<file path="src/rtl/tvoe_pkg.sv">
// Package for the three-voice oscillator/envelope core.
// Payload structs, command codes, envelope phases and rate table.
// No dependencies.
`timescale 1ns / 1ps
package tvoe_pkg;

  localparam logic [1:0] CMD_TICK  = 2'd0;
  localparam logic [1:0] CMD_WRITE = 2'd1;
  localparam logic [1:0] CMD_READ  = 2'd2;

  localparam logic [1:0] PH_ATTACK  = 2'd0;
  localparam logic [1:0] PH_DECAY   = 2'd1;
  localparam logic [1:0] PH_RELEASE = 2'd2;

  localparam logic [4:0] ADDR_POT_X = 5'h19;
  localparam logic [4:0] ADDR_POT_Y = 5'h1A;
  localparam logic [4:0] ADDR_OSC3  = 5'h1B;
  localparam logic [4:0] ADDR_ENV3  = 5'h1C;

  typedef struct packed {
    logic [1:0] command;
    logic [4:0] reg_addr;
    logic [7:0] write_data;
  } in_beat_t;

  typedef struct packed {
    logic [7:0]  read_data;
    logic [11:0] wave_out_0;
    logic [11:0] wave_out_1;
    logic [11:0] wave_out_2;
    logic [7:0]  env_out_0;
    logic [7:0]  env_out_1;
    logic [7:0]  env_out_2;
  } out_beat_t;

  // Rate periods of the envelope counter.
  function automatic logic [15:0] rate_period(input logic [3:0] idx);
    logic [15:0] p;
    case (idx)
      4'd0: p = 16'd9;      4'd1: p = 16'd32;
      4'd2: p = 16'd63;     4'd3: p = 16'd95;
      4'd4: p = 16'd149;    4'd5: p = 16'd220;
      4'd6: p = 16'd267;    4'd7: p = 16'd313;
      4'd8: p = 16'd392;    4'd9: p = 16'd977;
      4'd10: p = 16'd1954;  4'd11: p = 16'd3907;
      4'd12: p = 16'd7813;  4'd13: p = 16'd19531;
      4'd14: p = 16'd31250; default: p = 16'd39063;
    endcase
    return p;
  endfunction

endpackage

</file>
<file path="src/rtl/tvoe_fifo.sv">
// Two-entry queue between front end and voice engine.
// Uses tvoe_pkg for the beat type.
`timescale 1ns / 1ps
module tvoe_fifo
  import tvoe_pkg::*;
(
  input  logic     clk_i,
  input  logic     rst_ni,
  input  logic     push_i,
  input  in_beat_t push_data_i,
  output logic     full_o,
  input  logic     pop_i,
  output logic     empty_o,
  output in_beat_t pop_data_o
);
  in_beat_t   mem_q [2];
  logic       wr_ptr_q, rd_ptr_q;
  logic [1:0] cnt_q;

  assign full_o     = cnt_q == 2'd2;
  assign empty_o    = cnt_q == 2'd0;
  assign pop_data_o = mem_q[rd_ptr_q];

  always_ff @(posedge clk_i) begin
    if (push_i) mem_q[wr_ptr_q] <= push_data_i;
  end

  always_ff @(posedge clk_i or negedge rst_ni) begin
    if (!rst_ni) begin
      wr_ptr_q <= 1'b0;
      rd_ptr_q <= 1'b0;
      cnt_q    <= 2'd0;
    end else begin
      if (push_i) wr_ptr_q <= ~wr_ptr_q;
      if (pop_i)  rd_ptr_q <= ~rd_ptr_q;
      cnt_q <= cnt_q + {1'b0, push_i} - {1'b0, pop_i};
    end
  end
endmodule

</file>
<file path="src/rtl/tvoe_engine.sv">
// Voice engine: registers, oscillators, envelopes, read mux, output register.
// Uses tvoe_pkg.
`timescale 1ns / 1ps
module tvoe_engine
  import tvoe_pkg::*;
(
  input  logic      clk_i,
  input  logic      rst_ni,
  input  logic      model_i,
  input  logic      go_i,
  input  in_beat_t  beat_i,
  output logic      busy_o,
  output logic      out_valid_o,
  input  logic      out_stall_i,
  output out_beat_t out_o
);
  logic [15:0] freq_q [3], freq_d [3];
  logic [11:0] pw_q [3], pw_d [3];
  logic [7:0]  ctl_q [3], ctl_d [3], ad_q [3], ad_d [3], sr_q [3], sr_d [3];
  logic [23:0] acc_q [3], acc_d [3];
  logic [22:0] nse_q [3], nse_d [3];
  logic [15:0] rc_q [3], rc_d [3];
  logic [7:0]  ec_q [3], ec_d [3];
  logic [4:0]  ep_q [3], ep_d [3];
  logic [7:0]  lvl_q [3], lvl_d [3];
  logic [1:0]  ph_q [3], ph_d [3];
  logic        gp_q [3], gp_d [3];
  logic [7:0]  lw_q, lw_d;
  logic        ov_q;
  out_beat_t   out_q;

  assign busy_o      = ov_q && out_stall_i;
  assign out_valid_o = ov_q;
  assign out_o       = out_q;

  // Waveform of one voice from given state.
  function automatic logic [11:0] wave(input logic [7:0] ctl, input logic [23:0] acc,
                                       input logic [23:0] acc_src, input logic [11:0] pw,
                                       input logic [22:0] n);
    logic [11:0] r, saw, tri_w;
    logic        top;
    r   = 12'hFFF;
    saw = acc[23:12];
    if (ctl[4]) begin
      top   = acc[23] ^ (ctl[2] & acc_src[23]);
      tri_w = top ? ~acc[22:11] : acc[22:11];
      r     = r & tri_w;
    end
    if (ctl[5]) r = r & saw;
    if (ctl[6]) r = r & ((ctl[3] || saw >= pw) ? 12'hFFF : 12'h000);
    if (ctl[7]) r = r & {n[11], n[9], n[7], n[5], n[3], n[1], 6'd0};
    if (ctl[7:4] == 4'd0) r = 12'd0;
    return r;
  endfunction

  logic [23:0] adv   [3];
  logic        rose  [3];
  logic [11:0] wv    [3];
  logic [11:0] osc3_w;
  logic [7:0]  rd_d;

  always_comb begin
    logic [3:0]  idx;
    logic [15:0] rcn;
    logic [7:0]  ecn, sus;
    logic        gate;
    idx  = '0;
    rcn  = '0;
    ecn  = '0;
    sus  = '0;
    gate = 1'b0;
    for (int v = 0; v < 3; v++) begin
      freq_d[v] = freq_q[v]; pw_d[v] = pw_q[v]; ctl_d[v] = ctl_q[v];
      ad_d[v] = ad_q[v]; sr_d[v] = sr_q[v]; acc_d[v] = acc_q[v];
      nse_d[v] = nse_q[v]; rc_d[v] = rc_q[v]; ec_d[v] = ec_q[v];
      ep_d[v] = ep_q[v]; lvl_d[v] = lvl_q[v]; ph_d[v] = ph_q[v]; gp_d[v] = gp_q[v];
      adv[v]  = ctl_q[v][3] ? 24'd0 : acc_q[v] + {8'd0, freq_q[v]};
      rose[v] = !acc_q[v][23] && adv[v][23];
    end
    lw_d   = lw_q;
    rd_d   = 8'd0;
    osc3_w = wave(ctl_q[2], acc_q[2], acc_q[1], pw_q[2], nse_q[2]);

    unique case (beat_i.command)
      CMD_TICK: begin
        for (int v = 0; v < 3; v++) begin
          // Oscillator, noise and hard sync.
          if (ctl_q[v][3]) begin
            nse_d[v] = 23'h7FFFFF;
          end else if (!acc_q[v][19] && adv[v][19]) begin
            nse_d[v] = {nse_q[v][21:0], nse_q[v][22] ^ nse_q[v][17]};
          end
          acc_d[v] = (ctl_q[v][1] && rose[(v + 2) % 3]) ? 24'd0 : adv[v];
          // Envelope step.
          gate = ctl_q[v][0];
          if (gate && !gp_q[v]) ph_d[v] = PH_ATTACK;
          else if (!gate && gp_q[v]) ph_d[v] = PH_RELEASE;
          gp_d[v] = gate;
          if (ph_d[v] == PH_ATTACK) idx = ad_q[v][7:4];
          else if (ph_d[v] == PH_DECAY) idx = ad_q[v][3:0];
          else idx = sr_q[v][3:0];
          rcn = rc_q[v] + 16'd1;
          rc_d[v] = rcn;
          if (rcn == rate_period(idx)) begin
            rc_d[v] = 16'd0;
            if (ph_d[v] == PH_ATTACK) begin
              lvl_d[v] = lvl_q[v] + 8'd1;
              if (lvl_d[v] == 8'hFF) ph_d[v] = PH_DECAY;
            end else begin
              ecn = ec_q[v] + 8'd1;
              ec_d[v] = ecn;
              if (ecn == {3'd0, ep_q[v]}) begin
                ec_d[v] = 8'd0;
                sus = {sr_q[v][7:4], sr_q[v][7:4]};
                if (lvl_q[v] != 8'd0 && (ph_d[v] != PH_DECAY || lvl_q[v] != sus))
                  lvl_d[v] = lvl_q[v] - 8'd1;
                case (lvl_d[v])
                  8'hFF: ep_d[v] = 5'd1;
                  8'h5D: ep_d[v] = 5'd2;
                  8'h36: ep_d[v] = 5'd4;
                  8'h1A: ep_d[v] = 5'd8;
                  8'h0E: ep_d[v] = 5'd16;
                  8'h06: ep_d[v] = 5'd30;
                  8'h00: ep_d[v] = 5'd1;
                  default: ep_d[v] = ep_q[v];
                endcase
              end
            end
          end
        end
      end
      CMD_WRITE: begin
        lw_d = beat_i.write_data;
        for (int v = 0; v < 3; v++) begin
          if (beat_i.reg_addr == 5'(7 * v))     freq_d[v][7:0]  = beat_i.write_data;
          if (beat_i.reg_addr == 5'(7 * v + 1)) freq_d[v][15:8] = beat_i.write_data;
          if (beat_i.reg_addr == 5'(7 * v + 2)) pw_d[v][7:0]    = beat_i.write_data;
          if (beat_i.reg_addr == 5'(7 * v + 3)) pw_d[v][11:8]   = beat_i.write_data[3:0];
          if (beat_i.reg_addr == 5'(7 * v + 4)) ctl_d[v]        = beat_i.write_data;
          if (beat_i.reg_addr == 5'(7 * v + 5)) ad_d[v]         = beat_i.write_data;
          if (beat_i.reg_addr == 5'(7 * v + 6)) sr_d[v]         = beat_i.write_data;
        end
      end
      CMD_READ: begin
        case (beat_i.reg_addr) inside
          ADDR_POT_X, ADDR_POT_Y: rd_d = 8'hFF;
          ADDR_OSC3: rd_d = osc3_w[11:4];
          ADDR_ENV3: rd_d = lvl_q[2];
          default:   rd_d = model_i ? 8'd0 : lw_q;
        endcase
      end
      default: ;
    endcase

    for (int v = 0; v < 3; v++)
      wv[v] = wave(ctl_d[v], acc_d[v], acc_d[(v + 2) % 3], pw_d[v], nse_d[v]);
  end

  // State update on a taken beat.
  always_ff @(posedge clk_i or negedge rst_ni) begin
    if (!rst_ni) begin
      for (int v = 0; v < 3; v++) begin
        freq_q[v] <= '0; pw_q[v] <= '0; ctl_q[v] <= '0; ad_q[v] <= '0; sr_q[v] <= '0;
        acc_q[v] <= '0; nse_q[v] <= 23'h7FFFFF; rc_q[v] <= '0; ec_q[v] <= '0;
        ep_q[v] <= 5'd1; lvl_q[v] <= '0; ph_q[v] <= PH_RELEASE; gp_q[v] <= 1'b0;
      end
      lw_q <= '0;
      ov_q <= 1'b0;
    end else begin
      if (go_i) begin
        for (int v = 0; v < 3; v++) begin
          freq_q[v] <= freq_d[v]; pw_q[v] <= pw_d[v]; ctl_q[v] <= ctl_d[v];
          ad_q[v] <= ad_d[v]; sr_q[v] <= sr_d[v]; acc_q[v] <= acc_d[v];
          nse_q[v] <= nse_d[v]; rc_q[v] <= rc_d[v]; ec_q[v] <= ec_d[v];
          ep_q[v] <= ep_d[v]; lvl_q[v] <= lvl_d[v]; ph_q[v] <= ph_d[v]; gp_q[v] <= gp_d[v];
        end
        lw_q <= lw_d;
        ov_q <= 1'b1;
      end else if (!out_stall_i) begin
        ov_q <= 1'b0;
      end
    end
  end

  // Output register.
  always_ff @(posedge clk_i) begin
    if (go_i) begin
      out_q.read_data  <= rd_d;
      out_q.wave_out_0 <= wv[0];
      out_q.wave_out_1 <= wv[1];
      out_q.wave_out_2 <= wv[2];
      out_q.env_out_0  <= lvl_d[0];
      out_q.env_out_1  <= lvl_d[1];
      out_q.env_out_2  <= lvl_d[2];
    end
  end
endmodule

</file>
<file path="src/rtl/three_voice_oscillator_envelope_top.sv">
// Top level: input queue front end, voice engine back end, model register.
// Uses tvoe_pkg, tvoe_fifo, tvoe_engine.
// A beat is written into the queue, then taken into the engine's output register,
// which drives the output. Throughput: one beat per cycle unless the output stalls;
// the two-entry queue absorbs output stalls.
// Reset: async active low; voices cleared, noise all ones, envelopes in release.
`timescale 1ns / 1ps
module three_voice_oscillator_envelope_top
  import tvoe_pkg::*;
(
  input  logic      clk_i,
  input  logic      rst_ni,
  input  logic      in_valid_i,
  output logic      in_stall_o,
  input  in_beat_t  in_data_i,
  output logic      out_valid_o,
  input  logic      out_stall_i,
  output out_beat_t out_data_o,
  input  logic      cfg_we_i,
  input  logic      cfg_wdata_i
);
  logic     model_q;
  logic     full, empty, busy, go;
  in_beat_t head;

  always_ff @(posedge clk_i or negedge rst_ni) begin
    if (!rst_ni) model_q <= 1'b0;
    else if (cfg_we_i) model_q <= cfg_wdata_i;
  end

  assign in_stall_o = full;
  assign go = !empty && !busy;

  tvoe_fifo u_fifo (
    .clk_i, .rst_ni,
    .push_i(in_valid_i && !full), .push_data_i(in_data_i), .full_o(full),
    .pop_i(go), .empty_o(empty), .pop_data_o(head)
  );

  tvoe_engine u_engine (
    .clk_i, .rst_ni, .model_i(model_q), .go_i(go), .beat_i(head), .busy_o(busy),
    .out_valid_o, .out_stall_i, .out_o(out_data_o)
  );
endmodule

</file>
<file path="config.mk">
export PLATFORM = sky130hd
export DESIGN_NAME = three_voice_oscillator_envelope_top
export DESIGN_NICKNAME = d
export VERILOG_FILES = /design/src/rtl/tvoe_pkg.sv /design/src/rtl/tvoe_fifo.sv /design/src/rtl/tvoe_engine.sv /design/src/rtl/three_voice_oscillator_envelope_top.sv
export SDC_FILE = /design/constraint.sdc
export NUM_CORES = 2
export LEC_CHECK = 0
export BUFFER_PORTS_ARGS = -buffer_cell sky130_fd_sc_hd__buf_2
export CAP_MARGIN = 25
export CORE_MARGIN = 8
export CORE_UTILIZATION = 50
export DETAILED_ROUTE_END_ITERATION = 8
export PLACE_DENSITY = 0.69
export SLEW_MARGIN = 25
export SYNTH_ARGS = -nofsm -noshare
export SYNTH_HDL_FRONTEND = slang
export SYNTH_HIERARCHICAL = 1
export SYNTH_SLANG_ARGS = --single-unit
</file>
<file path="constraint.sdc">
create_clock -name clk_i -period 8.15 [get_ports clk_i]
set_clock_uncertainty 0.2 [all_clocks]
set_input_delay 1.63 -clock clk_i [delete_from_list [all_inputs] [get_ports clk_i]]
set_output_delay 1.63 -clock clk_i [all_outputs]
set_load 0.005 [all_outputs]
</file>
Word level (Yosys, flattened, before mapping)
Memories as Yosys holds them, arrays and structs flattened.
Cells that the tools add are included.
W data, S select, Z words.
{"block": "op_classes", "reduce_logical": 95, "n_bitwise": 32, "mux": 122, "order_cmp": 4, "add_sub_neg": 17, "n_eq_ne": 64}
{"operator": "$mux W12", "n": 25}
{"operator": "$mux W8", "n": 37}
{"operator": "$mux W24", "n": 8}
{"operator": "$and A12 B12 Y12", "n": 12}
{"operator": "$mux W23", "n": 6}
{"operator": "$mux W16", "n": 6}
{"operator": "$pmux W5 S6", "n": 3}
{"operator": "$add A24 B16 Y24", "n": 3}
{"operator": "$mux W72", "n": 1}
{"operator": "$mux W58", "n": 1}
{"operator": "$reduce_and A3 Y1", "n": 18}
{"operator": "$add A16 B1 Y16 const B", "n": 3}
{"operator": "$add A8 B1 Y8 const B", "n": 6}
{"operator": "$eq A16 B16 Y1", "n": 3}
{"operator": "$eq A8 B8 Y1 const B", "n": 6}
{"operator": "$ge A12 B12 Y1", "n": 4}
{"operator": "$mux W4", "n": 12}
{"operator": "$not A12 Y12", "n": 4}
{"operator": "$eq A5 B5 Y1 const B", "n": 9}
{"operator": "$eq A5 B4 Y1 const B", "n": 8}
{"operator": "$mux W2", "n": 18}
{"operator": "$mux W36", "n": 1}
{"operator": "$eq A8 B3 Y1 const B", "n": 3}
{"operator": "$eq A8 B4 Y1 const B", "n": 3}
{"operator": "other kinds (32)", "n": 134}
{"block": "totals", "in_bits": 21, "mem_bits_ro": 768, "output_inout_bits": 70, "register_bits": 499, "ram_bits": 30, "memories": 4}
{"name": "(no name shown)", "words": 16, "width": 16, "read_ports": 1, "rd_clocked_by_memory_dff": 0, "write_ports": 0, "line": "tvoe_pkg.sv:39", "rtl": "case (idx)"}
{"name": "(no name shown)", "words": 16, "width": 16, "read_ports": 1, "rd_clocked_by_memory_dff": 0, "write_ports": 0, "line": "tvoe_pkg.sv:39"}
{"name": "(no name shown)", "words": 16, "width": 16, "read_ports": 1, "rd_clocked_by_memory_dff": 0, "write_ports": 0, "line": "tvoe_pkg.sv:39"}
{"name": "u_fifo.mem_q", "words": 2, "width": 15, "read_ports": 1, "rd_clocked_by_memory_dff": 0, "write_ports": 1, "line": "tvoe_fifo.sv:16", "rtl": "in_beat_t mem_q [2];"}

Longest topological paths before layout
An unclocked memory read counts as a cell.
{"block": "logic_depth", "ltp_word": 18, "depth_mapped": 23}

Modules after synthesis
The synthesis kept the hierarchy.
{"mod": "tvoe_engine", "area_per_inst_um2": 33393.3, "n_inst": 1, "cells_per_inst": 3640, "seq_area_each_um2": 12796.0}
{"mod": "tvoe_fifo", "area_per_inst_um2": 1331.3, "n_inst": 1, "cells_per_inst": 62, "seq_area_each_um2": 1001.0}
{"mod": "three_voice_oscillator_envelope_top", "area_per_inst_um2": 50.0, "n_inst": 1, "cells_per_inst": 4, "seq_area_each_um2": 25.0}

Worst setup path before layout
Ideal clock, no wire load.
{"block": "synth_timing", "path_type": "input port to flip-flop", "from": "input out_stall_i", "to": "register u_engine/freq_q[0] (netlist name)", "setup_slack_ps": 810, "arrival_ps": 7016, "path_buffers": 1, "setup_time_ps": 125, "stages": 9, "cell_sequence": "and2_1 > nor2_1 > clkbuf_1 > clkinv_1 > or2_2 > nor2_1 > nand3_1 > nor3b_1 > mux2_2"}
{"block": "synth_via", "elab_chain_cells": 4}
{"element": "start, declared", "line": "three_voice_oscillator_envelope_top.sv:17", "rtl": "input logic out_stall_i,"}
{"element": "$logic_and A1 B1 Y1", "line": "tvoe_engine.sv:32", "rtl": "assign busy_o = ov_q && out_stall_i;"}
{"element": "$logic_not A1 Y1", "line": "three_voice_oscillator_envelope_top.sv:32", "rtl": "assign go = !empty && !busy;"}
{"element": "$logic_and A1 B1 Y1", "line": "three_voice_oscillator_envelope_top.sv:32"}
{"element": "named net go", "line": "three_voice_oscillator_envelope_top.sv:23", "rtl": "logic full, empty, busy, go;"}
{"element": "$reduce_and A3 Y1 (no source line)"}
{"element": "end signal, assigned by index", "line": "tvoe_engine.sv:172", "rtl": "freq_q[v] <= freq_d[v]; pw_q[v] <= pw_d[v]; ctl_q[v] <= ctl_d[v];"}
{"element": "end, declared", "line": "tvoe_engine.sv:17", "rtl": "logic [15:0] freq_q [3], freq_d [3];"}
The timed path passes the listed nets, and every way through them passes these cells.
A chain may end at the register's enable or synchronous reset.

==> reports/qor.json <==
{
  "worstPathCellList": "mux2_2 > nand2b_1 > nor4b_1 > nand2_1 > mux2_2 > ha_1 > nand2b_1 > a21o_1 > a21o_1 > a21o_1 > a21o_1 > nor2_1 > nor2_1 > a21oi_1 > or2_2 > a221oi_1",
  "dr_total_vias": 28900,
  "globalRouteOverflowTotal": 0,
  "groute.usage.overall_pct": 23.0,
  "area_delta_synth_final_pct": 9.06,
  "drt_iter0_markers": 2724,
  "drt_pass1_iterations": 8,
  "setup_violations": 0,
  "timing.setup.critical_path_class": "flip-flop to flip-flop",
  "run_status": "complete, no violations",
  "critPathCaptureType": "flip-flop",
  "yosysUniqueCellTypes": 111,
  "die_area_mm2": 0.0782,
  "p_leak_nw": 16.3,
  "final_max_slew_viol_count": 0,
  "ios": 91,
  "first_global_vias": 27300,
  "io_buffers": 90,
  "slowest_stage_delay_cp_ns": 0.88,
  "place_hpwl_mm": 61.9,
  "antenna_found_initial": 1,
  "cts_num_sinks": 529,
  "layout_commonest_cell": "sky130_fd_sc_hd__dfrtp_1",
  "maxSlewHeadroom_pct": 29.0,
  "cts_resized": 0,
  "cp_common_cell": "sky130_fd_sc_hd__a21o_1",
  "seq_area_frac_synth_pct": 39.7,
  "final_util_pct": 55.2,
  "syn_avg_cell_area_um2": 9.38,
  "cts.htree.levels": 2,
  "synth_async_reset_ratio_pct": 81.5,
  "cp-startpoint": "u_fifo/rd_ptr_q$_DFFE_PN0P_",
  "grt_pass1_wl_mm": 150,
  "most_used_flip_flop_cell_after_synthesis": "sky130_fd_sc_hd__dfrtp_1",
  "switchingPower_w": 0.00504,
  "wl_mm": 92.4,
  "critPathLaunchType": "flip-flop",
  "clock_tree_from_tritoncts": "built",
  "power.share.switching_pct": 41.4,
  "floorplan.die.height_um": 280,
  "final_layout_size_suffix_gt1_share_pct": 14.8,
  "power.sequential.fraction_pct": 32.9,
  "max_fo_critical_path": 16,
  "synth-edff-count": 98,
  "hold_viol_final": 0,
  "totalPowerFinal_w": 0.0122,
  "core-area_mm2": 0.0687,
  "leading_cell_types_in_the_layout_fill_and_taps_excluded": "356 x sky130_fd_sc_hd__dfrtp_1, 338 x sky130_fd_sc_hd__nand2_1, 267 x sky130_fd_sc_hd__nor2_1",
  "synthesis.nets": 3870,
  "netlist_area_pre_place_mm2": 0.0348,
  "clock_latency_ns": 0.64,
  "fin_nets": 3832,
  "timing.critical_path.buf_inv": 0,
  "setup_repair_after_global_routing_missed_its_margin": "false",
  "gate_power_share_pct": 44.1,
  "layout.filler_cells": 6191,
  "maximum_buffer_depth_of_the_clock_tree": 3,
  "cap_violations": 0,
  "max_freq_mhz": 168,
  "final_min_period_over_clock_period_pct": 72.9,
  "worstMarginPinSlew_ns": 1.07,
  "clkPwrFrac_pct": 22.9,
  "power.density_cell_area_mw_per_mm2": 321,
  "cts_buffers": 61,
  "max-vdd-ir-drop_uv": 283,
  "cts.reportedPaths.clkPinSlew_ns": 0.06,
  "number_of_routed_nets_with_antenna_violations": 0,
  "viasPerCell": 6.21,
  "rows": 96,
  "cts.hold.buffers_added": 0,
  "antenna_cells_inserted": 0,
  "timing.hold.worst.start": "u_engine/nse_q[41]$_DFFE_PN1P_",
  "clock_tree.root_cell": "sky130_fd_sc_hd__clkbuf_16",
  "post-route-drc-count": 0,
  "worst_path_max_delay_cell": "sky130_fd_sc_hd__dfrtp_1",
  "hp-class": "flip-flop to flip-flop",
  "totalNegativeSetupSlack_ns": 0,
  "critical_path_required_ns": 8.32,
  "reg_to_reg_start": "u_fifo/rd_ptr_q$_DFFE_PN0P_",
  "min_period_ns": 5.94,
  "path_delay_family": "simple AND/OR/NAND/NOR gates",
  "avgRoutedWirePerCell_um": 19.9,
  "post-cts-setup-buffers": 0,
  "fin_worst_hold_slack_ns": 0.276,
  "worst_path_arrival_ns": 6.11,
  "die_width_um": 280,
  "power_report.internal_total_w": 0.00712,
  "synth_seq_cells": 529,
  "synth_cells": 3706,
  "grt_start_max_net_pins": 111,
  "initial_core_util_pct": 50.6,
  "gp_congestion": 0.903,
  "synthesis.yosys.warnings": 6
}
metal layers:
metal	up-vias	global-route usage [%]	wire, µm	part of all wire [%]
li1	13700	-	-	-
met1	14100	32.5	42000	45
met4	0	6.56	2330	2.5
met2	986	37.2	42700	46
met3	152	2.50	5460	5.9
met5	-	0	0	0
stage by stage:
step | area, µm² | worst slack [ns] | cells
floorplan | 34800 | 0.810 | 3706
global placement | 35800 | 2.27 | 4534
detailed placement | 35800 | 2.33 | 4535
CTS | 37900 | 2.31 | 4651
finish | 37900 | 2.21 | 4652
global route | 37900 | 1.71 | 4652
state kept, by name, summed over array words and instances (netlist names), 3 cells and up:
signal and flops:
u_engine/lw_q 8, u_engine/sr_q 24, u_engine/ep_q 15, u_engine/ec_q 24
u_engine/nse_q 69, u_engine/ctl_q 24, u_engine/lvl_q 24, u_engine/acc_q 72
u_engine/rc_q 48, u_engine/gp_q 3, u_engine/ph_q 6, u_engine/freq_q 48
u_engine/out_o 68, u_engine/ad_q 24, u_engine/pw_q 36, u_fifo/mem_q 30
final cells by class:
cell class	count	area, µm²	share of cell area (%)
Timing Repair Buffer	129	802	2.11
Multi-Input combinational cell	2815	19600	51.7
Clock buffer	89	1780	4.68
Sequential cell	529	13800	36.4
Inverter	132	495	1.31
Tap cell	931	1160	3.07
Clock inverter	27	274	0.723
power by group through the flow:
stage	clock, W	combinational [W]	sequential, W
floorplan	0	0.00397	0.00384
global placement	0	0.00523	0.00402
detailed placement	0	0.00528	0.00404
CTS	0.00285	0.00532	0.00400
global route	0.00295	0.00591	0.00409
finish	0.00279	0.00537	0.00400
worst min-delay path, cell delays in order (launching register included):
cell	delay (ns)
sky130_fd_sc_hd__dfstp_2	0.37
sky130_fd_sc_hd__nand2_1	0.04
sky130_fd_sc_hd__o21ai_0	0.06
cell usage after synthesis (70+ instances only):
library cell                 n  area (µm²)
sky130_fd_sc_hd__ha_1      140        1750
sky130_fd_sc_hd__mux2i_1    70         701
sky130_fd_sc_hd__mux2_2    165        1860
sky130_fd_sc_hd__dfrtp_1   356        8910
sky130_fd_sc_hd__nand2_1   339        1270
sky130_fd_sc_hd__nand3_1   114         571
sky130_fd_sc_hd__dfstp_2    75        1970
sky130_fd_sc_hd__xor2_1     88         771
sky130_fd_sc_hd__clkbuf_1  185         694
sky130_fd_sc_hd__nor3_1     77         385
sky130_fd_sc_hd__o31ai_1    71         533
sky130_fd_sc_hd__o21ai_0   217        1090
sky130_fd_sc_hd__edfxtp_1   98        2940
sky130_fd_sc_hd__xnor2_1   125        1090
sky130_fd_sc_hd__a21oi_1   200        1000
sky130_fd_sc_hd__inv_1     129         484
sky130_fd_sc_hd__nor2_1    271        1020
logic make-up after synthesis:
family / synth area share (%)
mux: 7.96
simple gates: 16.9
buf+inv: 4.12
compound gates: 20.4
fa+ha+maj: 5.27
xor+xnor: 5.61
flops: 39.7
worst paths after layout:
path,to,slack [ns],cells after the start
worst max register to register,u_engine/out_o[36]$_SDFFCE_PP0P_,2.21,16
max in group asynchronous,u_engine/rc_q[5]$_DFFE_PN0P_,5.58,2
min in group asynchronous,u_engine/ec_q[12]$_DFFE_PN0P_,0.80,1
worst max-delay path,u_engine/out_o[36]$_SDFFCE_PP0P_,2.21,16
worst min-delay path,u_engine/nse_q[41]$_DFFE_PN1P_,0.28,2
worst min register to register,u_engine/nse_q[41]$_DFFE_PN1P_,0.28,2
Note: power is estimated with default switching activity, not from simulation.
